File: src/rtl/lvs3_pkg.sv
// shared types and constants for the 3d line voxel sampler
// no dependencies; imported by line_voxel_sampler_3d_core
`default_nettype none

package lvs3_pkg;

  // cell index width and fraction bits of the fixed point length
  localparam int COORD_BITS    = 5;
  localparam int LEN_FRAC_BITS = 8;

  // derived widths: sum of three squares, radicand, length, sample index
  localparam int SUM_W  = 2 * COORD_BITS + 2;
  localparam int RAD_W  = SUM_W + 2 * LEN_FRAC_BITS;
  localparam int LEN_W  = RAD_W / 2;
  localparam int CNT_W  = COORD_BITS + 1;
  localparam int AXES   = 3;
  localparam int AXIS_W = 2;

  localparam logic [AXIS_W-1:0] AXIS_LAST = AXIS_W'(AXES - 1);

  typedef logic [COORD_BITS-1:0] coord_t;

  typedef enum logic [2:0] {
    ST_IDLE,
    ST_SQUARE,
    ST_ROOT,
    ST_CHECK,
    ST_STEP,
    ST_FINISH
  } state_t;

endpackage

`default_nettype wire

File: src/rtl/line_voxel_sampler_3d_core.sv
// 3d line voxel sampler: walks the sampled line between two cells
// depends on lvs3_pkg
`default_nettype none

// Usage
//   Input channel (in_valid / in_ready) takes one item: a start cell and an
//   end cell. Output channel (out_valid / out_ready) gives the voxels of the
//   line in order from start to end, one per item, last_voxel set on the
//   final one. A zero-length line gives the end cell alone.
//   One compare-subtract unit does the integer square root for the Q.8
//   length, then per sample, after a check step, advances the quotient of
//   each axis in turn; the squares and sample cells use separate logic.
//   in_ready is high only while the block is idle.
//   The newest voxel waits in a hold register until the next one is known,
//   so the last flag can be set; a stalled receiver only holds the sequencer
//   at the point where a voxel is moved to the output register.
//   Reset (rst, synchronous) returns to idle and drops any pending voxels.
module line_voxel_sampler_3d_core (
  input  wire               clk,
  input  wire               rst,
  input  wire               in_valid,
  output logic              in_ready,
  input  lvs3_pkg::coord_t  start_x,
  input  lvs3_pkg::coord_t  start_y,
  input  lvs3_pkg::coord_t  start_z,
  input  lvs3_pkg::coord_t  end_x,
  input  lvs3_pkg::coord_t  end_y,
  input  lvs3_pkg::coord_t  end_z,
  output logic              out_valid,
  input  wire               out_ready,
  output lvs3_pkg::coord_t  voxel_x,
  output lvs3_pkg::coord_t  voxel_y,
  output lvs3_pkg::coord_t  voxel_z,
  output logic              last_voxel
);
  import lvs3_pkg::*;

  state_t state, state_next;

  coord_t in_s [AXES];
  coord_t in_e [AXES];
  coord_t s_pt [AXES];
  coord_t e_pt [AXES];
  coord_t mag  [AXES];
  logic   neg  [AXES];
  coord_t q    [AXES];
  logic [LEN_W-1:0] r [AXES];
  coord_t hold [AXES];
  coord_t cur  [AXES];
  logic [2*COORD_BITS-1:0] sq [AXES];
  logic hold_valid;

  logic [RAD_W-1:0] v, res, bit_r;
  logic [LEN_W-1:0] len;
  logic [CNT_W-1:0] idx;
  logic [AXIS_W-1:0] axis;

  logic [RAD_W-1:0] opa, opb;
  logic [RAD_W:0]   diff;
  logic             ge;

  logic accept, out_free, sample, same, hold_is_end;
  logic emit, emit_last, load_cur, load_end, hold_clear;

  assign accept   = in_valid && in_ready;
  assign out_free = !out_valid || out_ready;
  assign len      = res[LEN_W-1:0];

  // input unpacking
  assign in_s[0] = start_x;
  assign in_s[1] = start_y;
  assign in_s[2] = start_z;
  assign in_e[0] = end_x;
  assign in_e[1] = end_y;
  assign in_e[2] = end_z;

  // per axis squares, current sample and compares
  always_comb begin
    same        = hold_valid;
    hold_is_end = hold_valid;
    for (int a = 0; a < AXES; a++) begin
      sq[a] = {{COORD_BITS{1'b0}}, mag[a]} * {{COORD_BITS{1'b0}}, mag[a]};
      if (neg[a]) begin
        cur[a] = s_pt[a] - q[a] - COORD_BITS'(r[a] != '0);
      end else begin
        cur[a] = s_pt[a] + q[a];
      end
      if (cur[a] != hold[a]) same = 1'b0;
      if (e_pt[a] != hold[a]) hold_is_end = 1'b0;
    end
  end

  assign sample = {idx, {LEN_FRAC_BITS{1'b0}}} < len;

  // shared compare-subtract unit
  always_comb begin
    case (state)
      ST_ROOT: begin
        opa = v;
        opb = res + bit_r;
      end
      ST_STEP: begin
        opa = RAD_W'(r[axis]) + RAD_W'({mag[axis], {LEN_FRAC_BITS{1'b0}}});
        opb = RAD_W'(len);
      end
      default: begin
        opa = '0;
        opb = '0;
      end
    endcase
    diff = {1'b0, opa} - {1'b0, opb};
    ge   = !diff[RAD_W];
  end

  // sequencer next state and strobes
  always_comb begin
    state_next = state;
    in_ready   = (state == ST_IDLE);
    emit       = 1'b0;
    emit_last  = 1'b0;
    load_cur   = 1'b0;
    load_end   = 1'b0;
    hold_clear = 1'b0;
    case (state)
      ST_IDLE: begin
        if (in_valid) state_next = ST_SQUARE;
      end
      ST_SQUARE: begin
        state_next = ST_ROOT;
      end
      ST_ROOT: begin
        if (bit_r[0]) state_next = ST_CHECK;
      end
      ST_CHECK: begin
        if (!sample) begin
          state_next = ST_FINISH;
        end else if (same) begin
          state_next = ST_STEP;
        end else if (!hold_valid || out_free) begin
          emit       = hold_valid;
          load_cur   = 1'b1;
          state_next = ST_STEP;
        end
      end
      ST_STEP: begin
        if (axis == AXIS_LAST) state_next = ST_CHECK;
      end
      ST_FINISH: begin
        if (hold_is_end) begin
          if (out_free) begin
            emit       = 1'b1;
            emit_last  = 1'b1;
            hold_clear = 1'b1;
            state_next = ST_IDLE;
          end
        end else if (!hold_valid || out_free) begin
          emit     = hold_valid;
          load_end = 1'b1;
        end
      end
      default: begin
        state_next = ST_IDLE;
      end
    endcase
  end

  // control registers
  always_ff @(posedge clk) begin
    if (rst) begin
      state      <= ST_IDLE;
      out_valid  <= 1'b0;
      hold_valid <= 1'b0;
    end else begin
      state <= state_next;
      if (emit) begin
        out_valid <= 1'b1;
      end else if (out_ready) begin
        out_valid <= 1'b0;
      end
      if (load_cur || load_end) begin
        hold_valid <= 1'b1;
      end else if (hold_clear) begin
        hold_valid <= 1'b0;
      end
    end
  end

  // datapath registers
  always_ff @(posedge clk) begin
    // capture the endpoints and axis deltas
    if (accept) begin
      for (int a = 0; a < AXES; a++) begin
        s_pt[a] <= in_s[a];
        e_pt[a] <= in_e[a];
        neg[a]  <= in_e[a] < in_s[a];
        mag[a]  <= (in_e[a] < in_s[a]) ? in_s[a] - in_e[a] : in_e[a] - in_s[a];
      end
    end

    // squared length and walk counters
    if (state == ST_SQUARE) begin
      v     <= {SUM_W'(sq[0]) + SUM_W'(sq[1]) + SUM_W'(sq[2]),
                {(2 * LEN_FRAC_BITS){1'b0}}};
      res   <= '0;
      bit_r <= RAD_W'(1) << (RAD_W - 2);
      idx   <= '0;
      axis  <= '0;
      for (int a = 0; a < AXES; a++) begin
        q[a] <= '0;
        r[a] <= '0;
      end
    end

    // one digit of the square root
    if (state == ST_ROOT) begin
      if (ge) begin
        v   <= diff[RAD_W-1:0];
        res <= (res >> 1) + bit_r;
      end else begin
        res <= res >> 1;
      end
      bit_r <= bit_r >> 2;
    end

    // advance quotient and remainder of one axis
    if (state == ST_STEP) begin
      if (ge) begin
        r[axis] <= diff[LEN_W-1:0];
        q[axis] <= q[axis] + COORD_BITS'(1);
      end else begin
        r[axis] <= opa[LEN_W-1:0];
      end
      if (axis == AXIS_LAST) begin
        axis <= '0;
        idx  <= idx + CNT_W'(1);
      end else begin
        axis <= axis + AXIS_W'(1);
      end
    end

    // output register fed from the hold register
    if (emit) begin
      voxel_x    <= hold[0];
      voxel_y    <= hold[1];
      voxel_z    <= hold[2];
      last_voxel <= emit_last;
    end

    // hold register takes the newest voxel
    if (load_cur) begin
      for (int a = 0; a < AXES; a++) hold[a] <= cur[a];
    end else if (load_end) begin
      for (int a = 0; a < AXES; a++) hold[a] <= e_pt[a];
    end
  end

endmodule

`default_nettype wire
File: config.mk
export PLATFORM = sky130hd
export DESIGN_NAME = line_voxel_sampler_3d_core
export DESIGN_NICKNAME = d
export VERILOG_FILES = /design/src/rtl/lvs3_pkg.sv /design/src/rtl/line_voxel_sampler_3d_core.sv
export SDC_FILE = /design/constraint.sdc
export NUM_CORES = 1
export LEC_CHECK = 0
export BUFFER_PORTS_ARGS = -buffer_cell sky130_fd_sc_hd__buf_2
export CAP_MARGIN = 20
export CORE_ASPECT_RATIO = 0.6
export CORE_UTILIZATION = 55
export CTS_CLUSTER_DIAMETER = 200
export DETAILED_ROUTE_END_ITERATION = 8
export GPL_TIMING_DRIVEN = 0
export PLACE_DENSITY = 0.75
export SYNTH_ARGS = -nofsm -noshare
export SYNTH_HDL_FRONTEND = slang
export SYNTH_SLANG_ARGS = --single-unit
File: constraint.sdc
create_clock -name clk -period 5.4 [get_ports clk]
set_clock_uncertainty 0.2 [all_clocks]
set_input_delay 0.27 -clock clk [delete_from_list [all_inputs] [get_ports clk]]
set_output_delay 0.27 -clock clk [all_outputs]
set_load 0.02 [all_outputs]
# Word level (Yosys, flattened, before mapping)
# Memories as Yosys holds them, arrays and structs flattened. A register that Yosys moved wholly into a read port is not among the register bits.
# Cells that the tools add are included.
[word_totals]
out_inout_bits = 18
word_cells = 173
regBits = 99
mem_count = 7
ramBits = 120
[op_classes]
add_sub_neg = 24
magnitude_cmp = 4
muxes = 83
n_eq_ne = 18
n_mul = 3
bitwise = 4
reduce_logical = 17
[memory_table]
columns = ["memory", "words", "width", "read_ports", "rd_clocked_by_memory_dff", "wr", "line", "rtl"]
rows = [
  ["r", 3, 14, 4, 1, 3, "line_voxel_sampler_3d_core.sv:47", "logic [LEN_W-1:0] r [AXES];"],
  ["e_pt", 3, 5, 3, 0, 3, "line_voxel_sampler_3d_core.sv:43", "coord_t e_pt [AXES];"],
  ["hold", 3, 5, 3, 0, 3, "line_voxel_sampler_3d_core.sv:48", "coord_t hold [AXES];"],
  ["mag", 3, 5, 4, 1, 3, "line_voxel_sampler_3d_core.sv:44", "coord_t mag [AXES];"],
  ["q", 3, 5, 4, 1, 3, "line_voxel_sampler_3d_core.sv:46", "coord_t q [AXES];"],
  ["s_pt", 3, 5, 3, 0, 3, "line_voxel_sampler_3d_core.sv:42", "coord_t s_pt [AXES];"],
  ["+1 memories", "n/a", "n/a", "n/a", "n/a", "n/a", "n/a", ""],
]
[op_table]
columns = ["op", "count"]
rows = [
  ["$mux W28", 6],
  ["$pmux W28 S2", 2],
  ["$mux W25", 2],
  ["$mux W5", 10],
  ["$sub A5 B5 Y5", 9],
  ["$reduce_bool A14 Y1", 3],
  ["$mux W1", 40],
  ["$mul A5 B5 Y10", 3],
  ["$ne A5 B5 Y1", 6],
  ["$sub A28 B28 Y29", 1],
  ["$add A27 B27 Y28", 1],
  ["$add A28 B27 Y28", 1],
  ["$mux W14", 2],
  ["$mux W3", 8],
  ["$mux W6", 3],
  ["$pmux W3 S6", 1],
  ["$mux W2", 8],
  ["$add A14 B13 Y15", 1],
  ["$add A5 B5 Y5", 3],
  ["$lt A5 B5 Y1", 3],
  ["$sub A5 B1 Y5", 3],
  ["$lt A14 B14 Y1", 1],
  ["$reduce_or A14 Y1", 1],
  ["$add A11 B10 Y12", 1],
  ["other kinds (19)", 34],
]

# Longest topological paths before layout
# An unclocked memory read counts as a cell.
[depth]
depth_word = 14
mapped_depth = 24
mapped_depth_nobuf = 22

# Worst setup path before layout
# No wires, ideal clock.
[synth_path]
kind = "flip-flop to flip-flop"
startpoint = "register (tool-made name)"
endpoint = "memory r[1][9] in the netlist's numbering, data pin"
arrival_ps = 5343
required_time_ps = 4935
path_stages_with_launch = 23
path_slack_ps = -408
path_cell_list = "dfxtp_1 > clkbuf_1 > buf_2 > buf_1 > mux4_2 > ha_1 > fa_1 > a21o_1 > a21oi_1 > nor2b_1 > o211ai_1 > nand2_1 > ha_1 > and3_1 > o2111ai_2 > nand3_1 > o21a_1 > o41a_4 > nand2b_4 > buf_6 > buf_8 > mux2i_2 > nor2_1"
[synth_lines]
columns = ["item", "line"]
rows = [
  ["end: declaration", "line_voxel_sampler_3d_core.sv:47"],
]

==> out/qor_table.md <==
| Step | Metric | This run |
|:---|:---|:---|
| floorplan | Number of primary I/O pins | 52 |
| yosys | Largest cells by area after synthesis | sky130_fd_sc_hd__edfxtp_1, sky130_fd_sc_hd__ha_1, sky130_fd_sc_hd__fa_1, sky130_fd_sc_hd__xnor2_1, sky130_fd_sc_hd__dfxtp_1 |
| global routing | Most congested layer reported by global routing | met1 |
| yosys | Syn_nets | 2041 |
| critical path | Critical path's slowest cell | sky130_fd_sc_hd__fa_2 |
| floorplan | Number of rows in the core area | 50 |
| cts | Source-to-sink clock delay at the later pin of the worst-skew pair | 0.57 ns |
| routing | Via Count | 14480 |
| routing | Sum of routed wire length over all layers | 50.30 mm |
| global routing | Antenna violations before repair | 1 |
| cts | Max clock buf depth | 3 |
| yosys | Post-synthesis cell type count | 75 |
| critical path | Depth of the most critical reg-to-reg path | 21 |
| yosys | Cell type contributing the most total cell area after synthesis | sky130_fd_sc_hd__edfxtp_1 |
| place | Routability Congestion | 0.9553 |
| critical path | Setup slack on the worst flop-to-flop path | -0.31 ns |
| floorplan | Standard cell core area | 0.03166 sq mm |
| sta | Final setup TNS | -1.299 ns |
| yosys | Sequential element share of the synthesized area | 37.81% |
| floorplan | Height of the chip | 141.9 um |
| cts | Number of H-tree levels | 1 |
| global routing | GR Layer Usage met3 | 11.89% |
| cells and area | Total Nets Final | 2193 |
| routing | Routed wire per std cell | 21.22 um |
| run status | Violated checks | setup timing |
| cells and area | Layout overhead on the synthesized area | 15.64% |
| sta | Max-slew violation count | 0 |
| floorplan | Effective utilization at floorplan | 56.70% |
| cells and area | Fillers | 2389 |
| cts | # clock sinks | 240 |
| run status | Run status | finished with violations |
| cells and area | Proportion of layout cells with a drive suffix above 1 | 14.74% |
| yosys | Share of the synthesized area in the top cell type | 33.12% |
| critical path | Largest driver fanout on the critical path | 2 |
| job | Max Cap Violations | 0 |
| global routing | Maximum number of pins on one net before global-route repair | 30 |
| place | Hpwl dp | 37.67 mm |
| yosys | Average footprint of a synthesized cell | 10.05 sq um |
| global routing | Global-route track usage on met1 | 45.40% |
| yosys | Post-Synthesis Cell Area | 0.01795 sq mm |
| cts | Root buffer selected by CTS | sky130_fd_sc_hd__clkbuf_16 |
| routing | Detail Route Antenna Nets | 0 |
| critical path | Library cell appearing most often on the critical path | sky130_fd_sc_hd__fa_1 |
| cells and area | Number of diodes | 0 |
| yosys | Mapped Cells | 1786 |
| sta | Final worst setup slack | -0.3128 ns |
| hold path | Depth of the worst hold-timing path | 6 |
| sta | Slew HR | 33.73% |
| critical path | CP Class | reg -> reg |
| cells and area | Most frequent cells in the layout | sky130_fd_sc_hd__edfxtp_1, sky130_fd_sc_hd__inv_1, sky130_fd_sc_hd__nor2_1 |
| critical path | Crit path DAT | 5.96 ns |
| sta | Crit path time final | 5.713 ns |
| floorplan | Die area | 0.03339 sq mm |
| yosys | Main synth FF type | sky130_fd_sc_hd__edfxtp_1 |
| cells and area | Most common cell after layout, fill and taps aside | sky130_fd_sc_hd__edfxtp_1 |
| sta | Final Hold Violating Endpoints | 0 |
| floorplan | Die extent in x | 235.2 um |
| hold path | Worst min-delay path category | in -> reg |
| global routing | Routing usage on met2 | 39.84% |
| cts | Clock edge transition at the registers on the reported setup and hold paths | 0.07 ns |
| sta | Total setup violations reported at the end of the flow | 6 |
| sta | Fmax achieved | 175.0 MHz |
| critical path | Ordered cell list for the critical path | and2_4 > inv_2 > fa_1 > fa_1 > fa_1 > inv_2 > fa_2 > inv_2 > fa_2 > fa_1 > inv_1 > ha_1 > a21o_1 > a21o_1 > nand2_1 > nand2_1 > a21oi_2 > o21ai_2 > xnor2_1 > o211ai_1 > o21a_1 |
| critical path | Required time worst endpoint | 5.65 ns |
| global routing | Global-route wire length before repair | 76.28 mm |
| cts | TritonCTS clock tree | done |
| sta | Unrepaired setup endpoints after global routing | yes |
| routing | Count of TritonRoute iterations in the first routing pass | 8 |
| global routing | GR Overflow Total | 0 |
| sta | Slew @ Worst Pin | 0.9940 ns |
| place | Buffers on Ports | 51 |
| yosys | Synthesized flop and latch total | 240 |
| cts | Total clock buffers created by CTS | 23 |
| yosys | Yosys warns | 0 |
| routing | DRC violation count after routing | 0 |
| critical path | Nature of the critical path startpoint | flop |
| critical path | Maximum single-stage delay on the critical path | 0.56 ns |
| global routing | Total routing resource utilization after global routing | 29.86% |
| critical path | Worst setup EP type | flop |
| yosys | Number of flops mapped to enable cells by yosys | 198 |
| sta | Portion of the clock cycle consumed by the worst path in the final layout | 105.8% |
| global routing | Via count of the first global-routing pass | 13630 |
| routing | Mean number of vias per cell | 6.108 |
| yosys | Share of flip-flops with an asynchronous set or reset after synthesis | 0% |
| routing | Starting DRC count in detailed routing | 1770 |
==> timing repair <==
action	CTS	global route
gates resized for setup	76	75
cloned	0	1
pin swaps	23	26
endpoints found under the hold margin	37	0
hold buffers	32	0
endpoints found under the setup margin	183	179
buffers inserted	22	22
==> path summary, 6_finish.rpt <==
path	start	endpoint
worst min-delay path	in_valid	state[0]
worst max-delay path	mag[2][4]	v[26]
worst min register to register	v[12]	v[12]
worst max register to register	mag[2][4]	v[26]
==> through the flow <==
| step | util (%) | instances | setup slack (ns) | cell area [sq um] | hold WS (ns) |
|---|---|---|---|---|---|
| final | 65.57 | 2370 | -0.3128 | 20760 | 0.1953 |
| after detailed placement | 59.52 | 2258 | -1.245 | 18840 | 0.2499 |
| after global routing | 65.57 | 2370 | -0.4642 | 20760 | 0.2485 |
| after floorplan | - | 1786 | 0.008384 | 17970 | 0.1391 |
| after CTS | 64.08 | 2350 | -0.2500 | 20290 | 0.1905 |
| after global placement | 59.23 | 2253 | -1.216 | 18750 | 0.2436 |
==> critical path: cells and delay by family, from the launching register on <==
| family | cells | cell delay, ns |
|---|---|---|
| AO/OA/AOI/OAI | 6 | 0.90 |
| XOR/XNOR | 1 | 0.19 |
| AND/OR/NAND/NOR | 3 | 0.36 |
| buffers and inverters | 4 | 0.17 |
| adder cells (fa/ha/maj) | 7 | 3.25 |
| flip-flops | 1 | 0.54 |
==> synth_stat cells, drive strengths merged (30+ instances only) <==
master,instances
ha,164
mux2i,35
o21ai,111
nand3,37
inv,173
nand2,130
edfxtp,198
dfxtp,42
xor2,47
a21oi,84
xnor2,102
fa,57
nor2b,30
clkbuf,46
and3,34
nor2,157
==> cell families (layout without fill, tap and decap cells) <==
group	count (synthesis)	in the layout	share of synthesized area [%]
multiplexers	63	63	5.284
XOR/XNOR	150	150	7.403
adder cells (fa/ha/maj)	221	221	17.79
AO/OA/AOI/OAI	361	361	12.81
buffers and inverters	240	408	5.214
AND/OR/NAND/NOR	511	511	13.70
flip-flops	240	240	37.81
==> state kept, by name (all words and copies together), names as in the netlist, 6 cells and up, named ones only <==
register	cells
bit_r	14
e_pt	15
hold	15
idx	6
mag	15
q	20
r	56
res	28
s_pt	15
v	28
==> metal layers <==
layer / vias up / routed length (um)
met5: - / 0
met3: 82 / 7303
met4: 0 / 857
met2: 739 / 19450
met1: 7038 / 22690
li1: 6617 / -
==> cell type report <==
type	instances	area [sq um]	area share, %
multi-input combinational	1306	10730	51.69
sequential	240	6787	32.69
timing repair buffer	133	1032	4.973
inverter	173	649.4	3.128
clock buffer	30	601.8	2.899
tap	416	520.5	2.508
buffer	61	350.3	1.688
clock inverter	11	87.58	0.4219
Power is not shown: default switching activity piles up to over one toggle a cycle in this logic, so the estimate is an artifact.
